<file path="src/rtl/core/sdt_pkg.sv">
// Shared types and codes for the sorted deque table: commands, status codes, control words.
`default_nettype none
package sdt_pkg;

   localparam int KEY_W   = 32;
   localparam int PAY_W   = 32;
   localparam int ENTRY_W = KEY_W + PAY_W;
   localparam int CNT_W   = 5;

   localparam logic [2:0] CMD_INSERT     = 3'd0;
   localparam logic [2:0] CMD_PUSH_FRONT = 3'd1;
   localparam logic [2:0] CMD_PUSH_BACK  = 3'd2;
   localparam logic [2:0] CMD_POP_FRONT  = 3'd3;
   localparam logic [2:0] CMD_POP_BACK   = 3'd4;
   localparam logic [2:0] CMD_SEARCH     = 3'd5;

   localparam logic [1:0] ST_DONE  = 2'd0;
   localparam logic [1:0] ST_MISS  = 2'd1;
   localparam logic [1:0] ST_EMPTY = 2'd2;
   localparam logic [1:0] ST_FULL  = 2'd3;

   typedef enum logic [2:0] {
      RD_LAST,
      RD_ZERO,
      RD_ONE,
      RD_IDX_P1,
      RD_IDX_P2,
      RD_IDX_M1
   } rd_sel_type;

   typedef enum logic [2:0] {
      IDX_HOLD,
      IDX_ZERO,
      IDX_ONE,
      IDX_INC,
      IDX_DEC,
      IDX_LAST
   } idx_op_type;

   typedef enum logic [1:0] {
      POS_HOLD,
      POS_ZERO,
      POS_OCC,
      POS_IDX
   } pos_op_type;

   typedef enum logic [1:0] {
      WR_NONE,
      WR_ITEM,
      WR_UP,
      WR_DN
   } wr_op_type;

   typedef enum logic [1:0] {
      OCC_HOLD,
      OCC_INC,
      OCC_DEC
   } occ_op_type;

   typedef struct packed {
      logic       load_item;
      rd_sel_type rd_sel;
      idx_op_type idx_op;
      pos_op_type pos_op;
      wr_op_type  wr_op;
      occ_op_type occ_op;
      logic       set_status;
      logic [1:0] status;
      logic       load_found;
      logic       load_rsp;
   } ctl_cmd_type;

   typedef struct packed {
      logic [2:0] cmd;
      logic       occ_zero;
      logic       occ_one;
      logic       occ_full;
      logic       key_ge_rd;
      logic       key_le_rd;
      logic       key_eq_rd;
      logic       idx_at_last;
      logic       idx_p1_at_last;
      logic       idx_eq_pos;
   } dp_sts_type;

endpackage
`default_nettype wire

</file>
<file path="src/rtl/core/sdt_datapath.sv">
// Datapath: entry memory, scan index, insert position, occupancy and result word.
`default_nettype none
module sdt_datapath #(
   parameter int DEPTH = 16
) (
   input  wire logic                     clock,
   input  wire logic                     reset,
   input  wire logic [2:0]               in_command,
   input  wire logic [sdt_pkg::KEY_W-1:0] in_key,
   input  wire logic [sdt_pkg::PAY_W-1:0] in_payload,
   input  wire sdt_pkg::ctl_cmd_type     ctl,
   output sdt_pkg::dp_sts_type           sts,
   output logic [1:0]                    rsp_status,
   output logic [sdt_pkg::KEY_W-1:0]     rsp_found_key,
   output logic [sdt_pkg::PAY_W-1:0]     rsp_found_payload,
   output logic [sdt_pkg::CNT_W-1:0]     rsp_entry_count
);

   localparam int AW = (DEPTH > 1) ? $clog2(DEPTH) : 1;
   localparam int CW = $clog2(DEPTH + 1);

   logic [sdt_pkg::ENTRY_W-1:0] mem [DEPTH];
   logic [sdt_pkg::ENTRY_W-1:0] rd_data_ff;

   logic [2:0]                 cmd_ff;
   logic [sdt_pkg::KEY_W-1:0]  key_ff;
   logic [sdt_pkg::PAY_W-1:0]  pay_ff;
   logic [CW-1:0]              occ_ff, occ_in;
   logic [AW-1:0]              idx_ff, idx_in;
   logic [AW-1:0]              pos_ff, pos_in;
   logic [1:0]                 status_ff, status_in;
   logic [sdt_pkg::KEY_W-1:0]  fk_ff, fk_in;
   logic [sdt_pkg::PAY_W-1:0]  fp_ff, fp_in;

   logic [1:0]                 rsp_status_ff;
   logic [sdt_pkg::KEY_W-1:0]  rsp_fk_ff;
   logic [sdt_pkg::PAY_W-1:0]  rsp_fp_ff;
   logic [sdt_pkg::CNT_W-1:0]  rsp_cnt_ff;

   logic [CW-1:0]              occ_m1;
   logic [CW-1:0]              idx_w;
   logic [AW-1:0]              rd_addr;
   logic [AW-1:0]              wr_addr;
   logic [sdt_pkg::ENTRY_W-1:0] wr_data;
   logic                       wr_en;
   logic signed [sdt_pkg::KEY_W-1:0] rd_key;
   logic [CW+sdt_pkg::CNT_W-1:0] occ_ext;

   assign occ_m1  = occ_ff - CW'(1);
   assign idx_w   = CW'(idx_ff);
   assign rd_key  = rd_data_ff[sdt_pkg::KEY_W-1:0];
   assign occ_ext = (CW + sdt_pkg::CNT_W)'(occ_ff);

   always_comb begin
      case (ctl.rd_sel)
         sdt_pkg::RD_LAST:   rd_addr = occ_m1[AW-1:0];
         sdt_pkg::RD_ZERO:   rd_addr = '0;
         sdt_pkg::RD_ONE:    rd_addr = AW'(1);
         sdt_pkg::RD_IDX_P1: rd_addr = idx_ff + AW'(1);
         sdt_pkg::RD_IDX_P2: rd_addr = idx_ff + AW'(2);
         sdt_pkg::RD_IDX_M1: rd_addr = idx_ff - AW'(1);
         default:            rd_addr = '0;
      endcase
   end

   always_comb begin
      wr_en   = 1'b1;
      wr_addr = idx_ff;
      wr_data = rd_data_ff;
      case (ctl.wr_op)
         sdt_pkg::WR_ITEM: begin
            wr_addr = pos_ff;
            wr_data = {pay_ff, key_ff};
         end
         sdt_pkg::WR_UP:   wr_addr = idx_ff + AW'(1);
         sdt_pkg::WR_DN:   wr_addr = idx_ff;
         default:          wr_en = 1'b0;
      endcase
   end

   always_ff @(posedge clock) begin
      if (wr_en) begin
         mem[wr_addr] <= wr_data;
      end
      rd_data_ff <= mem[rd_addr];
   end

   always_comb begin
      case (ctl.idx_op)
         sdt_pkg::IDX_ZERO: idx_in = '0;
         sdt_pkg::IDX_ONE:  idx_in = AW'(1);
         sdt_pkg::IDX_INC:  idx_in = idx_ff + AW'(1);
         sdt_pkg::IDX_DEC:  idx_in = idx_ff - AW'(1);
         sdt_pkg::IDX_LAST: idx_in = occ_m1[AW-1:0];
         default:           idx_in = idx_ff;
      endcase

      case (ctl.pos_op)
         sdt_pkg::POS_ZERO: pos_in = '0;
         sdt_pkg::POS_OCC:  pos_in = occ_ff[AW-1:0];
         sdt_pkg::POS_IDX:  pos_in = idx_ff;
         default:           pos_in = pos_ff;
      endcase

      case (ctl.occ_op)
         sdt_pkg::OCC_INC: occ_in = occ_ff + CW'(1);
         sdt_pkg::OCC_DEC: occ_in = occ_m1;
         default:          occ_in = occ_ff;
      endcase

      status_in = status_ff;
      fk_in     = fk_ff;
      fp_in     = fp_ff;
      if (ctl.load_item) begin
         status_in = sdt_pkg::ST_DONE;
         fk_in     = '0;
         fp_in     = '0;
      end
      if (ctl.set_status) begin
         status_in = ctl.status;
      end
      if (ctl.load_found) begin
         fk_in = rd_data_ff[sdt_pkg::KEY_W-1:0];
         fp_in = rd_data_ff[sdt_pkg::ENTRY_W-1:sdt_pkg::KEY_W];
      end
   end

   always_ff @(posedge clock) begin
      if (reset) begin
         occ_ff <= '0;
      end else begin
         occ_ff <= occ_in;
      end
   end

   always_ff @(posedge clock) begin
      idx_ff    <= idx_in;
      pos_ff    <= pos_in;
      status_ff <= status_in;
      fk_ff     <= fk_in;
      fp_ff     <= fp_in;
      if (ctl.load_item) begin
         cmd_ff <= in_command;
         key_ff <= in_key;
         pay_ff <= in_payload;
      end
      if (ctl.load_rsp) begin
         rsp_status_ff <= status_ff;
         rsp_fk_ff     <= fk_ff;
         rsp_fp_ff     <= fp_ff;
         rsp_cnt_ff    <= occ_ext[sdt_pkg::CNT_W-1:0];
      end
   end

   always_comb begin
      sts.cmd            = cmd_ff;
      sts.occ_zero       = (occ_ff == '0);
      sts.occ_one        = (occ_ff == CW'(1));
      sts.occ_full       = (occ_ff >= CW'(DEPTH));
      sts.key_ge_rd      = ($signed(key_ff) >= rd_key);
      sts.key_le_rd      = ($signed(key_ff) <= rd_key);
      sts.key_eq_rd      = ($signed(key_ff) == rd_key);
      sts.idx_at_last    = (idx_w == occ_m1);
      sts.idx_p1_at_last = ((idx_w + CW'(1)) == occ_m1);
      sts.idx_eq_pos     = (idx_ff == pos_ff);
   end

   assign rsp_status        = rsp_status_ff;
   assign rsp_found_key     = rsp_fk_ff;
   assign rsp_found_payload = rsp_fp_ff;
   assign rsp_entry_count   = rsp_cnt_ff;

endmodule
`default_nettype wire

</file>
<file path="src/rtl/core/sdt_controller.sv">
// Controller: command sequencer for lookups, shifts and result hand-off.
`default_nettype none
module sdt_controller (
   input  wire logic                clock,
   input  wire logic                reset,
   input  wire logic                req_tvalid,
   output logic                     req_tready,
   output logic                     rsp_tvalid,
   input  wire logic                rsp_tready,
   input  wire sdt_pkg::dp_sts_type sts,
   output sdt_pkg::ctl_cmd_type     ctl
);

   typedef enum logic [9:0] {
      S_IDLE      = 10'b00_0000_0001,
      S_DECIDE    = 10'b00_0000_0010,
      S_CHK_LAST  = 10'b00_0000_0100,
      S_CHK_FIRST = 10'b00_0000_1000,
      S_SCAN_INS  = 10'b00_0001_0000,
      S_SHIFT_UP  = 10'b00_0010_0000,
      S_SHIFT_DN  = 10'b00_0100_0000,
      S_SEARCH    = 10'b00_1000_0000,
      S_WRITE     = 10'b01_0000_0000,
      S_FINISH    = 10'b10_0000_0000
   } state_type;

   state_type state_ff, state_in;
   logic      rsp_valid_ff, rsp_valid_in;

   always_comb begin
      state_in       = state_ff;
      req_tready     = 1'b0;
      ctl.load_item  = 1'b0;
      ctl.rd_sel     = sdt_pkg::RD_ZERO;
      ctl.idx_op     = sdt_pkg::IDX_HOLD;
      ctl.pos_op     = sdt_pkg::POS_HOLD;
      ctl.wr_op      = sdt_pkg::WR_NONE;
      ctl.occ_op     = sdt_pkg::OCC_HOLD;
      ctl.set_status = 1'b0;
      ctl.status     = sdt_pkg::ST_DONE;
      ctl.load_found = 1'b0;
      ctl.load_rsp   = 1'b0;

      case (state_ff)
         S_IDLE: begin
            req_tready = 1'b1;
            if (req_tvalid) begin
               ctl.load_item = 1'b1;
               state_in      = S_DECIDE;
            end
         end
         S_DECIDE: begin
            case (sts.cmd)
               sdt_pkg::CMD_INSERT, sdt_pkg::CMD_PUSH_FRONT, sdt_pkg::CMD_PUSH_BACK: begin
                  if (sts.occ_full) begin
                     ctl.set_status = 1'b1;
                     ctl.status     = sdt_pkg::ST_FULL;
                     state_in       = S_FINISH;
                  end else if (sts.cmd == sdt_pkg::CMD_PUSH_FRONT) begin
                     ctl.pos_op = sdt_pkg::POS_ZERO;
                     if (sts.occ_zero) begin
                        state_in = S_WRITE;
                     end else begin
                        ctl.idx_op = sdt_pkg::IDX_LAST;
                        ctl.rd_sel = sdt_pkg::RD_LAST;
                        state_in   = S_SHIFT_UP;
                     end
                  end else if (sts.cmd == sdt_pkg::CMD_PUSH_BACK || sts.occ_zero) begin
                     ctl.pos_op = sdt_pkg::POS_OCC;
                     state_in   = S_WRITE;
                  end else begin
                     ctl.rd_sel = sdt_pkg::RD_LAST;
                     state_in   = S_CHK_LAST;
                  end
               end
               sdt_pkg::CMD_POP_FRONT, sdt_pkg::CMD_POP_BACK, sdt_pkg::CMD_SEARCH: begin
                  if (sts.occ_zero) begin
                     ctl.set_status = 1'b1;
                     ctl.status     = sdt_pkg::ST_EMPTY;
                     state_in       = S_FINISH;
                  end else if (sts.cmd == sdt_pkg::CMD_POP_BACK || sts.occ_one &&
                               sts.cmd == sdt_pkg::CMD_POP_FRONT) begin
                     ctl.occ_op = sdt_pkg::OCC_DEC;
                     state_in   = S_FINISH;
                  end else if (sts.cmd == sdt_pkg::CMD_POP_FRONT) begin
                     ctl.idx_op = sdt_pkg::IDX_ZERO;
                     ctl.rd_sel = sdt_pkg::RD_ONE;
                     state_in   = S_SHIFT_DN;
                  end else begin
                     ctl.idx_op = sdt_pkg::IDX_ZERO;
                     ctl.rd_sel = sdt_pkg::RD_ZERO;
                     state_in   = S_SEARCH;
                  end
               end
               default: state_in = S_FINISH;
            endcase
         end
         S_CHK_LAST: begin
            if (sts.key_ge_rd) begin
               ctl.pos_op = sdt_pkg::POS_OCC;
               state_in   = S_WRITE;
            end else begin
               ctl.rd_sel = sdt_pkg::RD_ZERO;
               state_in   = S_CHK_FIRST;
            end
         end
         S_CHK_FIRST: begin
            if (sts.key_le_rd) begin
               ctl.pos_op = sdt_pkg::POS_ZERO;
               ctl.idx_op = sdt_pkg::IDX_LAST;
               ctl.rd_sel = sdt_pkg::RD_LAST;
               state_in   = S_SHIFT_UP;
            end else begin
               ctl.idx_op = sdt_pkg::IDX_ONE;
               ctl.rd_sel = sdt_pkg::RD_ONE;
               state_in   = S_SCAN_INS;
            end
         end
         S_SCAN_INS: begin
            // the scan stops at the last slot even without an entry key at or above the new key
            if (sts.idx_at_last || sts.key_le_rd) begin
               ctl.pos_op = sdt_pkg::POS_IDX;
               ctl.idx_op = sdt_pkg::IDX_LAST;
               ctl.rd_sel = sdt_pkg::RD_LAST;
               state_in   = S_SHIFT_UP;
            end else begin
               ctl.idx_op = sdt_pkg::IDX_INC;
               ctl.rd_sel = sdt_pkg::RD_IDX_P1;
            end
         end
         S_SHIFT_UP: begin
            ctl.wr_op = sdt_pkg::WR_UP;
            if (sts.idx_eq_pos) begin
               state_in = S_WRITE;
            end else begin
               ctl.idx_op = sdt_pkg::IDX_DEC;
               ctl.rd_sel = sdt_pkg::RD_IDX_M1;
            end
         end
         S_SHIFT_DN: begin
            ctl.wr_op = sdt_pkg::WR_DN;
            if (sts.idx_p1_at_last) begin
               ctl.occ_op = sdt_pkg::OCC_DEC;
               state_in   = S_FINISH;
            end else begin
               ctl.idx_op = sdt_pkg::IDX_INC;
               ctl.rd_sel = sdt_pkg::RD_IDX_P2;
            end
         end
         S_SEARCH: begin
            if (sts.key_eq_rd) begin
               ctl.load_found = 1'b1;
               state_in       = S_FINISH;
            end else if (sts.idx_at_last) begin
               ctl.set_status = 1'b1;
               ctl.status     = sdt_pkg::ST_MISS;
               state_in       = S_FINISH;
            end else begin
               ctl.idx_op = sdt_pkg::IDX_INC;
               ctl.rd_sel = sdt_pkg::RD_IDX_P1;
            end
         end
         S_WRITE: begin
            ctl.wr_op  = sdt_pkg::WR_ITEM;
            ctl.occ_op = sdt_pkg::OCC_INC;
            state_in   = S_FINISH;
         end
         S_FINISH: begin
            if (!rsp_valid_ff || rsp_tready) begin
               ctl.load_rsp = 1'b1;
               state_in     = S_IDLE;
            end
         end
         default: state_in = S_IDLE;
      endcase
   end

   always_comb begin
      rsp_valid_in = rsp_valid_ff;
      if (ctl.load_rsp) begin
         rsp_valid_in = 1'b1;
      end else if (rsp_tready) begin
         rsp_valid_in = 1'b0;
      end
   end

   always_ff @(posedge clock) begin
      if (reset) begin
         state_ff     <= S_IDLE;
         rsp_valid_ff <= 1'b0;
      end else begin
         state_ff     <= state_in;
         rsp_valid_ff <= rsp_valid_in;
      end
   end

   assign rsp_tvalid = rsp_valid_ff;

endmodule
`default_nettype wire

</file>
<file path="src/rtl/core/sorted_deque_table_top.sv">
// Top level of the sorted deque table: stream ports, controller and datapath.
// Holds up to DEPTH (key, payload) entries in order in a single-port-read, single-port-write
// memory; one command is handled at a time. Scans and shifts sweep through the memory one
// entry a cycle, so pop front, search, push front and a sorted insert at the front or into
// the middle take longer the more entries are held, while pop back, push back and insert at
// the end do not. A finished result waits in an output register while the next word is
// accepted; a word that finishes while that register is still full waits in its last step
// until the earlier result is taken. Unused command codes return done with no change.
`default_nettype none
module sorted_deque_table_top #(
   parameter int DEPTH = 16
) (
   input  wire logic        clock,
   input  wire logic        reset,
   input  wire logic        req_tvalid,
   output logic             req_tready,
   // [2:0] command, [34:3] key, [66:35] payload, [71:67] zero
   input  wire logic [71:0] req_tdata,
   output logic             rsp_tvalid,
   input  wire logic        rsp_tready,
   // [1:0] status, [33:2] found_key, [65:34] found_payload, [70:66] entry_count, [71] zero
   output logic [71:0]      rsp_tdata
);

   sdt_pkg::ctl_cmd_type ctl;
   sdt_pkg::dp_sts_type  sts;

   logic [1:0]                     rsp_status;
   logic [sdt_pkg::KEY_W-1:0]      rsp_found_key;
   logic [sdt_pkg::PAY_W-1:0]      rsp_found_payload;
   logic [sdt_pkg::CNT_W-1:0]      rsp_entry_count;

   sdt_controller u_ctrl (
      .clock      (clock),
      .reset      (reset),
      .req_tvalid (req_tvalid),
      .req_tready (req_tready),
      .rsp_tvalid (rsp_tvalid),
      .rsp_tready (rsp_tready),
      .sts        (sts),
      .ctl        (ctl)
   );

   sdt_datapath #(
      .DEPTH (DEPTH)
   ) u_dp (
      .clock             (clock),
      .reset             (reset),
      .in_command        (req_tdata[2:0]),
      .in_key            (req_tdata[34:3]),
      .in_payload        (req_tdata[66:35]),
      .ctl               (ctl),
      .sts               (sts),
      .rsp_status        (rsp_status),
      .rsp_found_key     (rsp_found_key),
      .rsp_found_payload (rsp_found_payload),
      .rsp_entry_count   (rsp_entry_count)
   );

   assign rsp_tdata = {1'b0, rsp_entry_count, rsp_found_payload, rsp_found_key, rsp_status};

   a_one_at_a_time: assert property (@(posedge clock) disable iff (reset)
      (req_tvalid && req_tready) |=> !req_tready)
      else $error("word accepted while another is in progress");

   a_no_write_when_full: assert property (@(posedge clock) disable iff (reset)
      (ctl.wr_op == sdt_pkg::WR_ITEM) |-> !sts.occ_full)
      else $error("entry written into a full table");

   a_no_pop_when_empty: assert property (@(posedge clock) disable iff (reset)
      (ctl.occ_op == sdt_pkg::OCC_DEC) |-> !sts.occ_zero)
      else $error("occupancy decremented below zero");

   a_no_result_overwrite: assert property (@(posedge clock) disable iff (reset)
      ctl.load_rsp |-> (!rsp_tvalid || rsp_tready))
      else $error("pending result overwritten");

endmodule
`default_nettype wire

</file>
<file path="config.mk">
export PLATFORM = sky130hd
export DESIGN_NAME = sorted_deque_table_top
export DESIGN_NICKNAME = d
export VERILOG_FILES = /design/src/rtl/core/sdt_pkg.sv /design/src/rtl/core/sdt_datapath.sv /design/src/rtl/core/sdt_controller.sv /design/src/rtl/core/sorted_deque_table_top.sv
export SDC_FILE = /design/constraint.sdc
export NUM_CORES = 2
export LEC_CHECK = 0
export BUFFER_PORTS_ARGS = -buffer_cell sky130_fd_sc_hd__buf_2
export CORE_ASPECT_RATIO = 1.25
export CORE_MARGIN = 4
export CORE_UTILIZATION = 55
export CTS_BUF_LIST = sky130_fd_sc_hd__clkbuf_8
export DETAILED_ROUTE_END_ITERATION = 8
export PLACE_DENSITY = 0.75
export SLEW_MARGIN = 25
export SYNTH_ARGS = -nofsm -noshare
export SYNTH_HDL_FRONTEND = slang
export SYNTH_HIERARCHICAL = 1
export SYNTH_SLANG_ARGS = --single-unit
</file>
<file path="constraint.sdc">
create_clock -name clock -period 5.8 [get_ports clock]
set_input_delay 0.58 -clock clock [delete_from_list [all_inputs] [get_ports clock]]
set_output_delay 0.58 -clock clock [all_outputs]
set_load 0.03 [all_outputs]
</file>
======== After elaboration in Yosys (flattened, before gate mapping) ========
Memory sizes are Yosys's and may differ from the RTL's. A register that Yosys moved wholly into a read port is not among the register bits.
Index checks and enable logic that the tools add are counted.
word-level totals
  register bits ........................... 228
  bits in latches ......................... 0
  bits in writable memories ............... 1024
  memory bits (read-only) ................. 0
  bits of input ports ..................... 76
  output and inout port bits .............. 74
  word-level logic and storage cells ...... 164
  memories kept ........................... 1
memory list
  name      words  width  rd ports  clocked after Yosys merged registers in  wr ports  RTL line            text
  u_dp.mem  16     64     1         1                                        1         sdt_datapath.sv:22  logic [sdt_pkg::ENTRY_W-1:0] mem [DEPTH];
cells by class
  add/subtract/negate cells ............... 6
  $mul .................................... 0
  div/mod/pow operators ................... 0
  order comparisons ....................... 3
  equality and inequality tests ........... 43
  shift operators ......................... 0
  multiplexer cells ....................... 77
  bitwise operators ....................... 0
  reductions and logical operators ........ 19
operators by type and width
  cell                                            count
  2-to-1 mux 10 bit                               10
  one-hot mux 10 bit (10 select lines)            1
  2-to-1 mux 32 bit                               3
  2-to-1 mux 64 bit                               1
  one-hot mux 4 bit (5 select lines)              2
  2-to-1 mux 6 bit                                6
  2-to-1 mux 9 bit                                4
  one-hot mux 3 bit (6 select lines)              2
  == test 32 bit                                  1
  greater-or-equal comparator 32 bit              1
  <= comparator 32 bit                            1
  2-to-1 mux 2 bit                                11
  2-to-1 mux 5 bit                                4
  one-hot mux 10 bit (2 select lines)             1
  == test 3 x 2 -> 1 bit, second input constant   6
  == test 3 bit, second input constant            6
  2-to-1 mux 3 bit                                6
  2-to-1 mux 8 bit                                2
  2-to-1 mux 1 bit                                14
  one-hot mux 2 bit (3 select lines)              2
  one-hot mux 3 bit (2 select lines)              2
  one-hot mux 4 bit (3 select lines)              1
  one-hot mux 6 bit (2 select lines)              1
  == test 10 x 1 -> 1 bit, second input constant  1
  other kinds (40)                                59

======== Depth between registers and ports, before layout ========
  depth in word-level cells ............... 9
  depth in mapped cells ................... 23
  depth with buffers taken out ............ 19

======== Cells and area by module ========
Netlist, hierarchy kept.
by module, submodules not included
  module                  times used  cells each  area each (µm²)  seq. area each (µm²)
  sdt_datapath            1           3576        50913.8          38496.9
  sdt_controller          1           153         1143.6           220.2
  sorted_deque_table_top  1           2           11.3             0.0

======== Worst setup path before layout ========
No wires, ideal clock.
  kind .................................... register to register
  start ................................... reg u_ctrl.state_ff[0]
  end ..................................... mem u_dp/mem[0][0] in the netlist's numbering, enable pin
  arrival time ............................ 5.263 ns
  slack ................................... 0.051 ns
  cell stages (with the launch flop) ...... 14
  clock period less this slack ............ 5.749 ns
  path through ............................ dfxtp_1 -> buf_6 -> nor4_4 -> nand3_2 -> nor3b_2 -> or2_2 -> inv_1 -> ha_1 -> clkbuf_1 -> nand2_1 -> o21ai_0 -> nand2_1 -> or2_2 -> nor2_1
RTL lines
  item                    RTL line               text
  from (decl)             sdt_controller.sv:27   state_type state_ff, state_in;
  from (signal assigned)  sdt_controller.sv:192  state_ff <= state_in;
  to (decl)               sdt_datapath.sv:22

==> results.md <==
Global routing:
- The number of antenna violations at the first check in global routing is 1.
- Global routing finished with a remaining overflow of 0.
- The overall fraction of global-route tracks in use is 0.239.
- The first-pass GRT wire length is ~180,000 um.
- The pin count of the biggest net entering global routing is 81.
- The via count of the first global-routing pass is 31,600.

Layout:
- The area of the multi-input gates is 12,300 sq um.
- The finished cells cover roughly 60,000 sq um.
- In the final layout, the share of cells above drive strength 1 is 0.147.
- The count of non-filler cells in the finished layout is around 5,400.
- In the layout the commonest cells are sky130_fd_sc_hd__edfxtp_1, sky130_fd_sc_hd__nand2_1, sky130_fd_sc_hd__nand3_1, sky130_fd_sc_hd__clkbuf_8, sky130_fd_sc_hd__mux2i_1.
- The fill cell total of the finished layout is 6,437.
- The total number of nets in the final design is roughly 4,200.
- The area growth from synthesis to layout is 14.3%.
- The most common library cell in the layout ignoring fill and taps is sky130_fd_sc_hd__edfxtp_1.
- In the final layout, flip-flops and latches occupy 38,700 sq um.

STA:
- For the finished layout, the period the worst path requires is roughly 5200 ps.
- The transition at the pin with the smallest max-transition slack is 935 ps.
- The worst clock skew is 42.1 ps.
- The max-slew violation total from the final report was 0.
- The headroom to the max-slew limit is 0.377.
- In the final timing run, aggregate negative setup slack is 0 ps.
- The achievable frequency is 193 MHz.
- Setup violations remaining at the end of the flow were counted as 0.
- Setup repair after global routing left no endpoint under its margin.
- The final period utilization is 0.894.
- The final hold violation count is 0.

Clock tree:
- In this run, post-CTS repair resized a total of 0 instances.
- Buffers added to address setup during post-CTS repair amount to 0.
- The number of CTS-inserted buffers is 190.
- The TritonCTS clock tree is done.
- The clock tree synthesis step divided the H-tree into 4 levels.
- The clock-pin slew on the worst setup and hold paths is 60 ps.
- In this run the clock root is driven by a sky130_fd_sc_hd__clkbuf_8.
- The clock passes through at most 3 buffers.
- The clock network latency to the later pin of the worst-skew pair is 850 ps.
- The clock drives approximately 1,300 sinks.

Placement:
- The congestion estimate from routability-driven global placement came to 0.840.
- The number of port buffers is 143.
- The total placed cells including tap cells is 5,007.
- The area of placed instances is 55,200 sq um.
- Summed over all nets, the half-perimeter wirelength after detailed placement is 64,000 um.

Synthesis:
- After technology mapping, the gate count stands at 3,731.
- The post-synthesis area per instance is 14.0 sq um.
- The cell area after technology mapping is between 50,000 and 60,000 sq um.
- The sequential-to-total area share from yosys stat is 0.744.
- The post-synthesis cell type count is 77.
- The commonest register cell after synthesis is sky130_fd_sc_hd__edfxtp_1.
- The biggest area contributor in the post-synthesis netlist is sky130_fd_sc_hd__edfxtp_1.
- The share of synthesized registers carrying an async set or reset is 0.
- The share of synthesized area in the top cell type comes to 0.713.
- Synthesis inferred ~1,300 register bits.
- Yosys printed 6 warnings.
- Yosys mapped a number of flops with a built-in enable equal to 1,236.
- When the netlist entered floorplanning its net count stood at 3,852.
- By area the synthesized netlist is led by sky130_fd_sc_hd__edfxtp_1, sky130_fd_sc_hd__nand2_1, sky130_fd_sc_hd__mux2i_1.

Min path:
- The path with the worst hold slack has its endpoint at u_dp/occ_ff[0].
- The startpoint of the worst hold path is reset.
- The cell depth of the worst hold path is 2.
- The worst hold path class is input port to flop.

Setup path:
- The element type at the critical path end is a flop.
- The worst setup path is launched from a flop.
- The worst stage delay on the critical path is about 580 ps.
- Data arrives at the worst endpoint at approximately 5800 ps.
- The number of buffers and inverters on the critical path is 2.
- The top fanout value on the critical path is 23.
- For the worst flop-to-flop path, the logic depth is 18.
- Grouping stages by cell kind, the critical path spends the most delay in compound AO/OA/AOI/OAI gates.
- The signal on the critical path passes through ha_1 -> nand4_1 -> nor4_1 -> o2bb2ai_1 -> o31ai_1 -> a211o_1 -> nor3_1 -> mux2i_1 -> nor2_1 -> a21oi_1 -> o311ai_1 -> buf_4 -> nor2_1 -> a22oi_1 -> o2bb2ai_1 -> o21ai_4 -> buf_4 -> o221ai_1.
- The critical path class is flop to flop.
- The required time of the critical path is roughly 6500 ps.
- The startpoint of the worst register-to-register path is u_dp/key_ff[11].
- The slowest stage of the critical path is the sky130_fd_sc_hd__o21ai_4 cell.
- The reg-to-reg critical path endpoint is u_dp/rd_data_ff[26].
- Setup slack on the worst reg-to-reg path comes out at 610 ps.

Floorplan:
- From left edge to right edge, the die measures 283 um.
- The floorplan has 125 rows.
- The count of boundary I/O pins is 150.
- For this configuration, the core starts out at a cell density of 0.558.
- Measured along the y axis, the die boundary spans around 350 um.
- The core region is 93,400 sq um.
- The floorplan step defined a die boundary enclosing around 100,000 sq um.

Job:
- The max-capacitance violation count is 0.

Route:
- In the final routed layout, each cell accounts on average for 22.2 um.
- Wires add up to 121,000 um.
- The via count is 31,900.
- The count of unresolved DRC violations after routing is 0.
- The number of nets with antenna violations after detailed routing is 0.
- The number of design-rule violations left by the first detailed-router iteration is approximately 3,300.
- The average via count per standard cell is around 5.9.
- The detailed-router iteration count before antenna repair is 6.

Power:
- The power density normalized to cell area is between 300 and 400 nW/um^2.
- The total power draw is 22,600 uW.
- The leakage power total is approximately 0.022 uW.
- IR analysis of the VDD net gives a maximum drop of between 0.2 and 0.25 mV.

Status:
- The run finished with clean final reports.
==> registers in the layout, indices dropped and copies added, names as in the netlist, 3 cells and up <==
register	flops
u_dp/pay_ff	32
u_dp/fk_ff	32
u_dp/key_ff	32
u_ctrl/state_ff	10
u_dp/rsp_found_payload	32
u_dp/pos_ff	4
u_dp/rsp_found_key	32
u_dp/fp_ff	32
u_dp/mem	1024
u_dp/rd_data_ff	64
u_dp/rsp_entry_count	5
u_dp/idx_ff	4
u_dp/cmd_ff	3
u_dp/occ_ff	5
==> metrics by stage <==
stage | utilization | hold WS, ps | setup slack (ps)
final | 0.638 | 94.7 | 614
after global placement | 0.591 | 401 | 559
after CTS | 0.638 | 11.4 | 657
after detailed placement | 0.591 | 405 | 671
after global routing | 0.638 | 54.1 | 320
after floorplan | - | 400 | 51.3
==> cell families (layout without fill, tap and decap cells) <==
logic type	count (synthesis)	after routing	share of synthesized area
compound gates	266	266	0.0385
simple gates	1575	1575	0.133
xor+xnor	25	25	0.00435
other cells	1	2	0.0000720
buf+inv	269	762	0.0238
mux	234	234	0.0458
fa+ha+maj	45	45	0.0108
flops	1316	1316	0.744
==> metal layers <==
metal / track usage / routed length (um) / part of all wire
met5: 0 / 0 / 0
met2: 0.395 / 59500 / 0.49
met4: 0.0922 / 3870 / 0.032
met1: 0.319 / 47600 / 0.39
met3: 0.0418 / 9780 / 0.081
==> worst max path at each step <==
stage | start | to | slack [ps] | depth (start not counted)
3_3_place_gp | u_dp/key_ff[11] | u_dp/rd_data_ff[9] | 560 | 19
4_1_cts | u_dp/key_ff[11] | u_dp/rd_data_ff[26] | 660 | 18
6_report | u_dp/key_ff[11] | u_dp/rd_data_ff[26] | 610 | 18
5_1_grt | u_dp/key_ff[11] | u_dp/rd_data_ff[26] | 320 | 18
3_5_place_dp | u_dp/key_ff[11] | u_dp/rd_data_ff[26] | 670 | 18
2_1_floorplan | u_ctrl/state_ff[0] | u_dp/mem[0][0] | 50 | 13
==> worst reg2reg max path, delay by kind of cell, from the launching register on <==
family | cells | cell delay, ps
multiplexers | 1 | 90
buffers and inverters | 2 | 760
AO/OA/AOI/OAI | 9 | 2340
flip-flops | 1 | 410
AND/OR/NAND/NOR | 5 | 1120
adder cells (fa/ha/maj) | 1 | 330
==> cells in the mapped netlist, types with 4 or more instances <==
cell,n
sky130_fd_sc_hd__nor2_1,51
sky130_fd_sc_hd__clkbuf_1,99
sky130_fd_sc_hd__nor4b_1,5
sky130_fd_sc_hd__nor2b_1,12
sky130_fd_sc_hd__or3_1,4
sky130_fd_sc_hd__mux2_2,35
sky130_fd_sc_hd__buf_2,94
sky130_fd_sc_hd__ha_1,45
sky130_fd_sc_hd__edfxtp_1,1236
sky130_fd_sc_hd__nand2_1,960
sky130_fd_sc_hd__nand2b_1,9
sky130_fd_sc_hd__xor2_1,13
sky130_fd_sc_hd__inv_1,52
sky130_fd_sc_hd__nor3_1,13
sky130_fd_sc_hd__nor4_1,9
sky130_fd_sc_hd__or2_2,7
sky130_fd_sc_hd__o21ai_0,58
sky130_fd_sc_hd__and2_1,72
sky130_fd_sc_hd__buf_4,6
sky130_fd_sc_hd__xnor2_1,11
sky130_fd_sc_hd__buf_6,12
sky130_fd_sc_hd__nand4_1,10
sky130_fd_sc_hd__o221ai_1,65
sky130_fd_sc_hd__a22oi_1,5
sky130_fd_sc_hd__buf_1,6
sky130_fd_sc_hd__dfxtp_1,80
sky130_fd_sc_hd__a21oi_1,31
sky130_fd_sc_hd__nand3_1,397
sky130_fd_sc_hd__a32oi_1,64
sky130_fd_sc_hd__mux2i_1,199
==> cell type report <==
| cell class | count | share of cell area |
|---|---|---|
| Tap cell | 1206 | 0.0253 |
| Antenna cell | 1 | 0.0000420 |
| Sequential cell | 1316 | 0.650 |
| Clock inverter | 140 | 0.0119 |
| Timing Repair Buffer | 355 | 0.0522 |
| Clock buffer | 215 | 0.0497 |
| Multi-Input combinational cell | 2146 | 0.207 |
| Inverter | 52 | 0.00328 |
==> power breakdown <==
part / total (uW) / switching (uW) / internal (uW) / leakage (uW)
Clock: 6930 / 3420 / 3500 / 0.00215
Sequential: 12300 / 308 / 12000 / 0.0119
Combinational: 3410 / 2380 / 1030 / 0.00843
==> repair_timing <==
item | 4_1_cts | 5_1_grt
setup endpoints to repair | 0 | 0
endpoints found under the hold margin | 68 | 0
hold buffers | 68 | 0
Power figures use the tool's default switching activity.
